**src/rtl/core/dbcs_pkg.sv**
```systemverilog
// shared types and constants for the direct buffer channel store
package dbcs_pkg;

    localparam int MODE_W       = 3;
    localparam int CHAN_W       = 7;
    localparam int BNUM_W       = 4;
    localparam int BYTE_W       = 8;
    localparam int BUFFER_BYTES = 256;

    localparam logic [MODE_W-1:0] MODE_OPEN_ANY = 3'd0;
    localparam logic [MODE_W-1:0] MODE_OPEN_NUM = 3'd1;
    localparam logic [MODE_W-1:0] MODE_READ     = 3'd2;
    localparam logic [MODE_W-1:0] MODE_WRITE    = 3'd3;
    localparam logic [MODE_W-1:0] MODE_CLOSE    = 3'd4;
    localparam logic [MODE_W-1:0] MODE_SET_PTR  = 3'd5;

    typedef struct packed {
        logic clear;
        logic execute;
        logic finish;
    } dbcs_cmd_t;

    typedef struct packed {
        logic clear_last;
        logic out_busy;
    } dbcs_stat_t;

endpackage

```
**src/rtl/core/dbcs_ctrl.sv**
```systemverilog
// controller state machine: store clearing, command execution and result hand-off
module dbcs_ctrl
    import dbcs_pkg::*;
(
    input  logic       aclk,
    input  logic       aresetn,
    input  logic       s_tvalid,
    output logic       s_tready,
    input  dbcs_stat_t stat,
    output dbcs_cmd_t  cmd
);

    localparam logic [1:0] ST_CLEAR  = 2'd0;
    localparam logic [1:0] ST_IDLE   = 2'd1;
    localparam logic [1:0] ST_FINISH = 2'd2;

    logic [1:0] state_reg;
    logic [1:0] state_next;

    always_ff @(posedge aclk) begin
        if (!aresetn) begin
            state_reg <= ST_CLEAR;
        end else begin
            state_reg <= state_next;
        end
    end

    always_comb begin
        state_next  = state_reg;
        s_tready    = 1'b0;
        cmd.clear   = 1'b0;
        cmd.execute = 1'b0;
        cmd.finish  = 1'b0;
        case (state_reg)
            ST_CLEAR: begin
                cmd.clear = 1'b1;
                if (stat.clear_last) begin
                    state_next = ST_IDLE;
                end
            end
            ST_IDLE: begin
                s_tready = 1'b1;
                if (s_tvalid) begin
                    cmd.execute = 1'b1;
                    state_next  = ST_FINISH;
                end
            end
            ST_FINISH: begin
                if (!stat.out_busy) begin
                    cmd.finish = 1'b1;
                    state_next = ST_IDLE;
                end
            end
            default: begin
                state_next = ST_CLEAR;
            end
        endcase
    end

endmodule

```
**config.mk**
```make
export PLATFORM = sky130hd
export DESIGN_NAME = dbcs_ctrl
export DESIGN_NICKNAME = d
export VERILOG_FILES = /design/src/rtl/core/dbcs_pkg.sv /design/src/rtl/core/dbcs_ctrl.sv
export SDC_FILE = /design/constraint.sdc
export NUM_CORES = 1
export LEC_CHECK = 0
export ABC_AREA = 1
export BUFFER_PORTS_ARGS = -buffer_cell sky130_fd_sc_hd__buf_2
export CAP_MARGIN = 20
export CORE_AREA = 4 4 41 43
export DETAILED_ROUTE_END_ITERATION = 10
export DIE_AREA = 0 0 45 47
export HOLD_SLACK_MARGIN = 0.15
export PLACE_DENSITY = 0.3
export SYNTH_ARGS = -nofsm -noshare
export SYNTH_HDL_FRONTEND = slang
export SYNTH_SLANG_ARGS = --single-unit
export TNS_END_PERCENT = 50
```
**constraint.sdc**
```tcl
create_clock -name aclk -period 0.8 [get_ports aclk]
set_input_delay 0.16 -clock aclk [delete_from_list [all_inputs] [get_ports aclk]]
set_output_delay 0.16 -clock aclk [all_outputs]
set_load 0.02 [all_outputs]
```
==> flow_summary_export.csv, run 1 <==
group,metric,value,unit
run_status,status,"finished, violations left",
run_status,failed_checks,"setup timing",
pwr,p_leak,0.138,nW
pwr,power.switching,133,uW
drt,vias_per_cell,3.47,
floorplanning,boundaryPins,9,
drt,ant_nets,0,
drt,wl_met1,129,um
global_route,grt_first_pass_wirelength,586,um
pwr,peakVddDrop,549,uV
logic_synthesis,netlist_area,110,um2
pwr,seq_power_share,0.266,
finish,seqCellArea,45.0,um2
critical_path,cp_max_fo,6,
drt,wl_met3,18,um
drt,drcViolationCount,0,
logic_synthesis,synth-xor-area-share,0,
floorplanning,die_w,45,um
timing,fmax,943,MHz
logic_synthesis,synth-simple-area-share,0.341,
finish,multi_input_area,76.3,um2
logic_synthesis,synth_top_cells_by_area,"dfxtp_1 36%, inv_1 20%, nand2_1 14%, nand3_1 9.1%, nor2_1 6.8%",
logic_synthesis,yosysWarnings,0,
placed_design,dp.cells,43,
timing,setup_slack,-0.261,ns
floorplanning,rows,13,
clock_network,cts.sinks,2,
clock_network,clock_latency,0.22,ns
critical_path,cp.arrival,0.90,ns
logic_synthesis,synth_compound_area_frac,0.0909,
logic_synthesis,netlist.area_leader.share,0.364,
logic_synthesis,ys_ff_latch,2,
critical_path,endpoint_kind,"output port",
clock_network,cts_root_buffer,"clkbuf_4",
finish,diodes,0,
placed_design,place_hpwl,273,um
logic_synthesis,synth.yosys.seq_area_share,0.364,
timing,hold_viol_final,0,
global_route,overflow,0,
floorplanning,start_util,0.0846,
logic_synthesis,syn_nets,24,
pwr,p_int,337,uW
clock_network,clk_path_buf_depth,2,
floorplanning,core_area,0.00130,mm2
pwr,p_clk_frac,0.470,
drt,first_iter_violations,0,
global_route,grt_max_degree,7,
global_route,antenna_found_initial,0,
drt,via_count,163,
timing,slew_headroom,0.908,
floorplanning,die_area,0.00212,mm2
clock_network,cts_tree,"built",
timing,report.final.slew_viol_count,0,
pwr,cellPowerDensity,1750,mW/mm2
critical_path,critPathKind,"reg2out",
logic_synthesis,synthAdderAreaFrac,0,
finish,syn_to_final_growth,143,%
pwr,power,470,uW
timing,fin_crit,1.06,ns
timing,fin_skew,0.00181,ns
placed_design,port_buffers,8,
pwr,swShare,0.283,
logic_synthesis,netlist.top_cell.by_area,"dfxtp_1",
finish,fill_cells,160,
clock_network,htreeDepth,1,
critical_path,worstPathRequired,0.64,ns
drt,wl_per_cell,7.28,um
finish,drive_gt1_frac,0.625,
finish,largest_reg_flops,2,
timing,period_share,1.33,
placed_design,finalWeightedCongestion,0.693,
logic_synthesis,synth_mux_area_frac,0,
global_route,grt_pass1_vias,176,
timing,worstMarginPinSlew,0.137,ns
floorplanning,die_y,47,um
finish,final_cells,47,
drt,met2WireLength,176,um
drt,top_layer,"met4",
clock_network,clk_pin_slew,0.03,ns
flow_run,maxCapViolations,0,
global_route,grt.total_usage,0.0442,
logic_synthesis,synth_cell_types,8,
timing,setup_viol,4,
logic_synthesis,synth_top_family_by_area,"simple AND/OR/NAND/NOR gates",
drt,drt_pre_antenna_iters,1,
clock_network,cts_buffers,3,
finish,final_net_count,39,
timing,rsz0062_at_grt,"true",
critical_path,cp-start-kind,"flip-flop",
placed_design,postPlaceCellArea,198,um2
min_path,hp-class,"in2reg",
pwr,power_frac_comb,0.264,
finish,final_area,268,um2
logic_synthesis,avgSynthCellArea,5.80,um2
logic_synthesis,synthCells,19,
placed_design,dp_slack,-0.0831,ns
drt,wirelength,342,um
-- logic make-up (layout without fill, tap and decap cells) --
kind of cell,count (synthesis),after routing
simple gates,9,9
compound gates,2,2
flops,2,2
buf+inv,6,19
-- power by group through the flow --
stage	Clock (mW)	Combinational [mW]	Sequential, mW
after global placement	0	0.0946	0.126
after global routing	0.235	0.137	0.127
final	0.221	0.124	0.125
after floorplan	0	0.0565	0.126
after detailed placement	0	0.0947	0.126
after CTS	0.235	0.124	0.125
-- critical path, cell delays in order, from the launching register on --
cell	delay (ns)
dfxtp_4	0.36
nor3_4	0.18
buf_6	0.13
-- area by class of cell --
class / count / area share
clock buffer: 3 / 0.0841
inverter: 6 / 0.0841
multi-input combinational: 11 / 0.285
sequential: 2 / 0.168
tap: 15 / 0.0701
timing repair buffer: 10 / 0.308
-- routing by layer --
metal	GRT usage	up-vias
met5	0	-
li1	-	83
met2	0.0678	7
met1	0.0317	71
met4	0.0877	0
met3	0.0115	2
-- final timing paths --
check                             startpoint            to  slack, ns  cells after the start
worst max register to register  state_reg[1]  state_reg[0]       0.01                      5
worst max-delay path            state_reg[0]        cmd[0]      -0.26                      2
worst min register to register  state_reg[1]  state_reg[0]       0.55                      3
worst min-delay path                s_tvalid  state_reg[1]       0.22                      3
-- stage by stage --
step | setup TNS [ns] | hold WS (ns) | utilization
final | -0.981 | 0.225 | 0.206
after global routing | -1.18 | 0.248 | 0.206
after CTS | -1.03 | 0.219 | 0.202
after detailed placement | -0.223 | 0.385 | 0.152
after global placement | -0.222 | 0.387 | 0.152
after floorplan | -0.0270 | 0.262 | -
-- cell usage in the layout (no fill, tap or decap) --
master / count
nand3_2: 2
nor2_4: 1
nor2_1: 1
inv_2: 2
clkbuf_4: 3
buf_2: 4
dfxtp_2: 1
buf_6: 4
a21oi_1: 1
o21ai_0: 1
buf_4: 1
inv_1: 4
dfxtp_4: 1
nand2_1: 4
dlygate4sd3_1: 1
nor3_4: 1
-- synthesized netlist by cell type --
| master | n |
|---|---|
| nand2_1 | 4 |
| a21oi_1 | 1 |
| nor3_1 | 1 |
| nor2_1 | 2 |
| inv_1 | 6 |
| dfxtp_1 | 2 |
| o21ai_0 | 1 |
| nand3_1 | 2 |
-- timing repair --
item | 4_1_cts | 5_1_grt
hold buffers | 1 | 0
resized for setup | 11 | 1
setup endpoints to repair | 4 | 6
endpoints found under the hold margin | 1 | 0
buffers inserted | 0 | 0
pin swaps | 1 | 0
Power figures use the tool's default switching activity.
==> run 2, diff against run 1 <==
--- a/config.mk
+++ b/config.mk
@@ -13,6 +13,7 @@
 export DIE_AREA = 0 0 45 47
 export HOLD_SLACK_MARGIN = 0.15
 export PLACE_DENSITY = 0.3
+export SKIP_LAST_GASP = 1
 export SYNTH_ARGS = -nofsm -noshare
 export SYNTH_HDL_FRONTEND = slang
 export SYNTH_SLANG_ARGS = --single-unit
==> run 2 against run 1 <==
Net effect: largest power group unchanged; core utilization decreased by 0.96 points; clock skew about the same; largest cell class unchanged; the run still ends with setup timing left; total power decreased by 2.3%.
==> flow_summary_export.csv, run 2 (synthesis results as in run 1) <==
group,metric,value,unit
run_status,status,"finished, violations left",
run_status,failed_checks,"setup timing",
critical_path,cp.arrival,0.90,ns
finish,diodes,0,
timing,fin_crit,1.06,ns
flow_run,maxCapViolations,0,
finish,drive_gt1_frac,0.563,
timing,fin_skew,0.00181,ns
floorplanning,die_area,0.00212,mm2
floorplanning,boundaryPins,9,
timing,worstMarginPinSlew,0.135,ns
drt,wl_per_cell,6.98,um
floorplanning,core_area,0.00130,mm2
timing,hold_viol_final,0,
clock_network,postCtsSetupBuffers,0,
min_path,worstHoldStart,"s_tvalid",
timing,fmax,944,MHz
floorplanning,die_w,45,um
timing,setup_slack,-0.260,ns
placed_design,port_buffers,8,
floorplanning,rows,13,
critical_path,path_delay_family,"flip-flops",
floorplanning,start_util,0.0846,
finish,final_cells,47,
critical_path,rr_worst_depth,5,
min_path,hp-class,"in2reg",
clock_network,cts_buffers,3,
drt,via_count,158,
finish,final_net_count,39,
min_path,worstHoldEndpoint,"state_reg[1]",
placed_design,finalWeightedCongestion,0.693,
critical_path,endpoint_kind,"output port",
min_path,hold_depth,3,
floorplanning,die_y,47,um
critical_path,worstPathRequired,0.64,ns
global_route,overflow,0,
timing,rsz0062_at_grt,"true",
timing,period_share,1.32,
finish,syn_to_final_growth,132,%
clock_network,clk_pin_slew,0.03,ns
critical_path,crit_path_cell_trace,"nor3_4, buf_6",
drt,drt_pre_antenna_iters,1,
finish,largest_reg_flops,2,
timing,setup_viol,4,
clock_network,clk_path_buf_depth,2,
global_route,antenna_found_initial,0,
clock_network,clock_latency,0.22,ns
critical_path,slowest_delay,0.36,ns
critical_path,r2r_setup_slack,0.01,ns
global_route,grt.total_usage,0.0402,
critical_path,rr_startpoint,"state_reg[1]",
drt,drcViolationCount,0,
clock_network,cts.sinks,2,
placed_design,dp.cells,43,
critical_path,critPathKind,"reg2out",
pwr,cellPowerDensity,1800,mW/mm2
global_route,grt_first_pass_wirelength,517,um
critical_path,crit_slowest_cell,"dfxtp_4",
drt,ant_nets,0,
drt,first_iter_violations,0,
drt,wirelength,328,um
placed_design,place_hpwl,273,um
timing,slew_headroom,0.909,
critical_path,path_buf_inv,1,
critical_path,cp-start-kind,"flip-flop",
pwr,peakVddDrop,549,uV
timing,report.final.slew_viol_count,0,
finish,post-route-util,0.196,
finish,layout_commonest_cell,"inv_1",
pwr,p_leak,0.138,nW
clock_network,cts_root_buffer,"clkbuf_4",
finish,fill_cells,158,
critical_path,r2r_end,"state_reg[0]",
clock_network,cts_tree,"built",
drt,vias_per_cell,3.36,
global_route,grt_pass1_vias,154,
global_route,grt_max_degree,7,
clock_network,htreeDepth,1,
critical_path,cp_max_fo,6,
finish,layout_common_cells,"5 x inv_1, 4 x nand2_1, 4 x buf_2, 3 x clkbuf_4, 3 x buf_4",
[run 2: worst register-to-register path, delay by kind of cell (launching register included)]
kind	cells	cell delay [ns]
flops	1	0.32
simple gates	4	0.23
buf+inv	1	0.14
[run 2: cell type report]
type,count,area (um2),area share
clock buffers,3,22.5,0.0882
inverters,6,22.5,0.0882
multi-input cells,11,71.3,0.279
flip-flops and latches,2,45.0,0.176
well taps,15,18.8,0.0735
repair buffers,10,75.1,0.294
[run 2: stage by stage]
step	setup TNS, ns	power (mW)	worst slack, ns	hold slack [ns]	area (um2)
6_report	-0.986	0.459	-0.260	0.212	255
5_1_grt	-1.22	0.487	-0.289	0.231	255
4_1_cts	-1.08	0.467	-0.275	0.208	249
3_5_place_dp	-0.223	0.220	-0.0831	0.385	198
3_3_place_gp	-0.222	0.220	-0.0782	0.387	198
2_1_floorplan	-0.0270	0.182	-0.0262	0.262	131
[run 2: repair_timing]
| item | CTS | global route |
|---|---|---|
| resized for setup | 6 | 2 |
| hold buffers | 1 | 0 |
| hold endpoints to repair | 1 | 0 |
| setup endpoints to repair | 4 | 6 |
| pin swaps | 1 | 0 |
[run 2: report_power, final]
| part | leakage, nW | switching (mW) | internal [mW] | total, mW |
|---|---|---|---|---|
| clock | 0.0138 | 0.0557 | 0.165 | 0.221 |
| sequential | 0.0175 | 0.0149 | 0.110 | 0.125 |
| combinational | 0.107 | 0.0576 | 0.0560 | 0.114 |
| total | 0.138 | 0.128 | 0.331 | 0.459 |
[run 2: how the worst max path moves through the flow]
stage,depth (start not counted),to,startpoint
after floorplan,2,cmd[0],state_reg[1]
after global placement,3,cmd[1],state_reg[0]
after detailed placement,3,cmd[1],state_reg[0]
after CTS,2,cmd[0],state_reg[0]
after global routing,4,cmd[1],state_reg[1]
final,2,cmd[0],state_reg[0]
[run 2: metal layers]
| metal | vias to the layer above | track usage | share of wire |
|---|---|---|---|
| li1 | 84 | - | - |
| met1 | 65 | 0.0271 | 0.40 |
| met2 | 7 | 0.0565 | 0.48 |
| met3 | 2 | 0.0153 | 0.055 |
| met4 | 0 | 0.0877 | 0.052 |
| met5 | - | 0 | 0 |
==> run 3, diff against run 2 <==
==> constraint.sdc (replaced) <==
create_clock -name aclk -period 1.2 [get_ports aclk]
set_input_delay 0.24 -clock aclk [delete_from_list [all_inputs] [get_ports aclk]]
set_output_delay 0.24 -clock aclk [all_outputs]
set_load 0.02 [all_outputs]
==> run 3 against run 2 <==
Net effect: first-iteration DRC count did not move; clock-buffer cell count did not move; non-clock buffer count decreased by 2; critical path depth grew 1; final cell count fell by 4.3%; the flow now finishes without violations; critical path type unchanged; flip-flop and latch count stayed put; critical endpoint unchanged; worst hold slack better by 0.024 ns.
==> flow_summary_export.csv, run 3 (synthesis results as in run 1) <==
group,metric,value,unit
critical_path,worstPathRequired,0.96,ns
timing,worstMarginPinSlew,0.154,ns
pwr,peakVddDrop,312,uV
drt,wl_per_cell,7.18,um
critical_path,cp-start-kind,"flip-flop",
placed_design,postPlaceCellArea,169,um2
timing,fin_crit,1.16,ns
clock_network,cts_tree,"built",
floorplanning,die_w,45,um
clock_network,cts_buffers,3,
timing,fmax,865,MHz
pwr,p_leak,0.119,nW
drt,wirelength,323,um
clock_network,cts_root_buffer,"clkbuf_4",
finish,largest_reg_flops,2,
critical_path,path_delay_family,"flip-flops",
min_path,hp-class,"in2reg",
placed_design,place_hpwl,260,um
global_route,overflow,0,
placed_design,finalWeightedCongestion,0.554,
finish,diodes,0,
critical_path,endpoint_kind,"output port",
floorplanning,start_util,0.0846,
floorplanning,die_y,47,um
finish,layout_common_cells,"6 x inv_1, 6 x buf_2, 4 x nand2_1, 3 x clkbuf_4",
placed_design,dp.cells,42,
finish,syn_to_final_growth,80.7,%
placed_design,port_buffers,8,
finish,final_net_count,37,
pwr,cellPowerDensity,1400,mW/mm2
drt,via_count,140,
critical_path,crit_path_cell_trace,"inv_1, nor3_1, buf_4",
finish,final_area,199,um2
critical_path,slowest_delay,0.33,ns
drt,drt_pre_antenna_iters,1,
critical_path,cp_max_fo,4,
global_route,grt_max_degree,7,
critical_path,path_buf_inv,2,
floorplanning,boundaryPins,9,
timing,rsz0062_at_grt,"true",
drt,ant_nets,0,
clock_network,postCtsSetupBuffers,0,
timing,setup_viol,0,
global_route,antenna_found_initial,0,
global_route,grt.total_usage,0.0465,
timing,tns,0,ns
clock_network,clk_path_buf_depth,2,
timing,hold_viol_final,0,
global_route,grt_pass1_vias,174,
drt,first_iter_violations,0,
clock_network,clk_pin_slew,0.03,ns
floorplanning,core_area,0.00130,mm2
critical_path,cp.arrival,0.92,ns
floorplanning,die_area,0.00212,mm2
clock_network,clock_latency,0.22,ns
run_status,status,"finished, final reports clean",
timing,period_share,0.963,
flow_run,maxCapViolations,0,
timing,slew_headroom,0.897,
timing,hold_ws,0.236,ns
floorplanning,rows,13,
clock_network,htreeDepth,1,
drt,vias_per_cell,3.11,
global_route,grt_first_pass_wirelength,621,um
timing,fin_skew,0.00106,ns
finish,drive_gt1_frac,0.433,
critical_path,crit_slowest_cell,"dfxtp_2",
drt,drcViolationCount,0,
critical_path,critPathKind,"reg2out",
clock_network,cts.sinks,2,
timing,report.final.slew_viol_count,0,
finish,final_cells,45,
-- run 3: changes by cell type in the layout (fill, tap and decap cells not counted), sizes merged --
cell	before	now
dlygate4sd3	1	0
buf	9	8
-- run 3: power breakdown --
group / total (mW) / internal [mW] / switching, mW
Combinational: 0.0546 / 0.0219 / 0.0326
Sequential: 0.0796 / 0.0735 / 0.00610
Clock: 0.145 / 0.110 / 0.0347
-- run 3: layer usage --
layer | track usage | up-vias | share of wire
met5 | 0 | - | 0
met4 | 0.0877 | 0 | 0
li1 | - | 79 | -
met1 | 0.0473 | 54 | 0.47
met3 | 0.0153 | 0 | 0.13
met2 | 0.0537 | 7 | 0.40
-- run 3: worst paths after layout --
check,slack (ns),cells past startpoint,startpoint,endpoint
setup reg to reg,0.47,4,state_reg[0],state_reg[0]
hold / removal,0.24,3,aresetn,state_reg[1]
hold reg to reg,0.53,2,state_reg[1],state_reg[1]
setup / recovery,0.04,3,state_reg[1],cmd[0]
-- run 3: area by class of cell --
type                    instances  area (um2)
flip-flops and latches          2        42.5
multi-input cells              11        47.5
fillers                       166        1100
clock buffers                   3        22.5
inverters                       6        22.5
well taps                      15        18.8
repair buffers                  8        45.0
-- run 3: repair_timing --
item | 4_1_cts | 5_1_grt
resized for setup | 1 | 3
pin swaps | 0 | 0
endpoints found under the setup margin | 2 | 2
hold buffers | 0 | 0
-- run 3: per-stage QoR --
step,power [mW],setup WS [ns],utilization
global route,0.302,-0.0607,0.153
finish,0.279,0.0443,0.153
global placement,0.133,0.228,0.130
CTS,0.289,-0.00277,0.148
detailed placement,0.133,0.226,0.130
floorplan,0.111,0.100,-
-- run 3: tightest hold or removal path, stage by stage --
cell and delay (ns):
buf_2 0.10, inv_1 0.04, a21oi_1 0.03
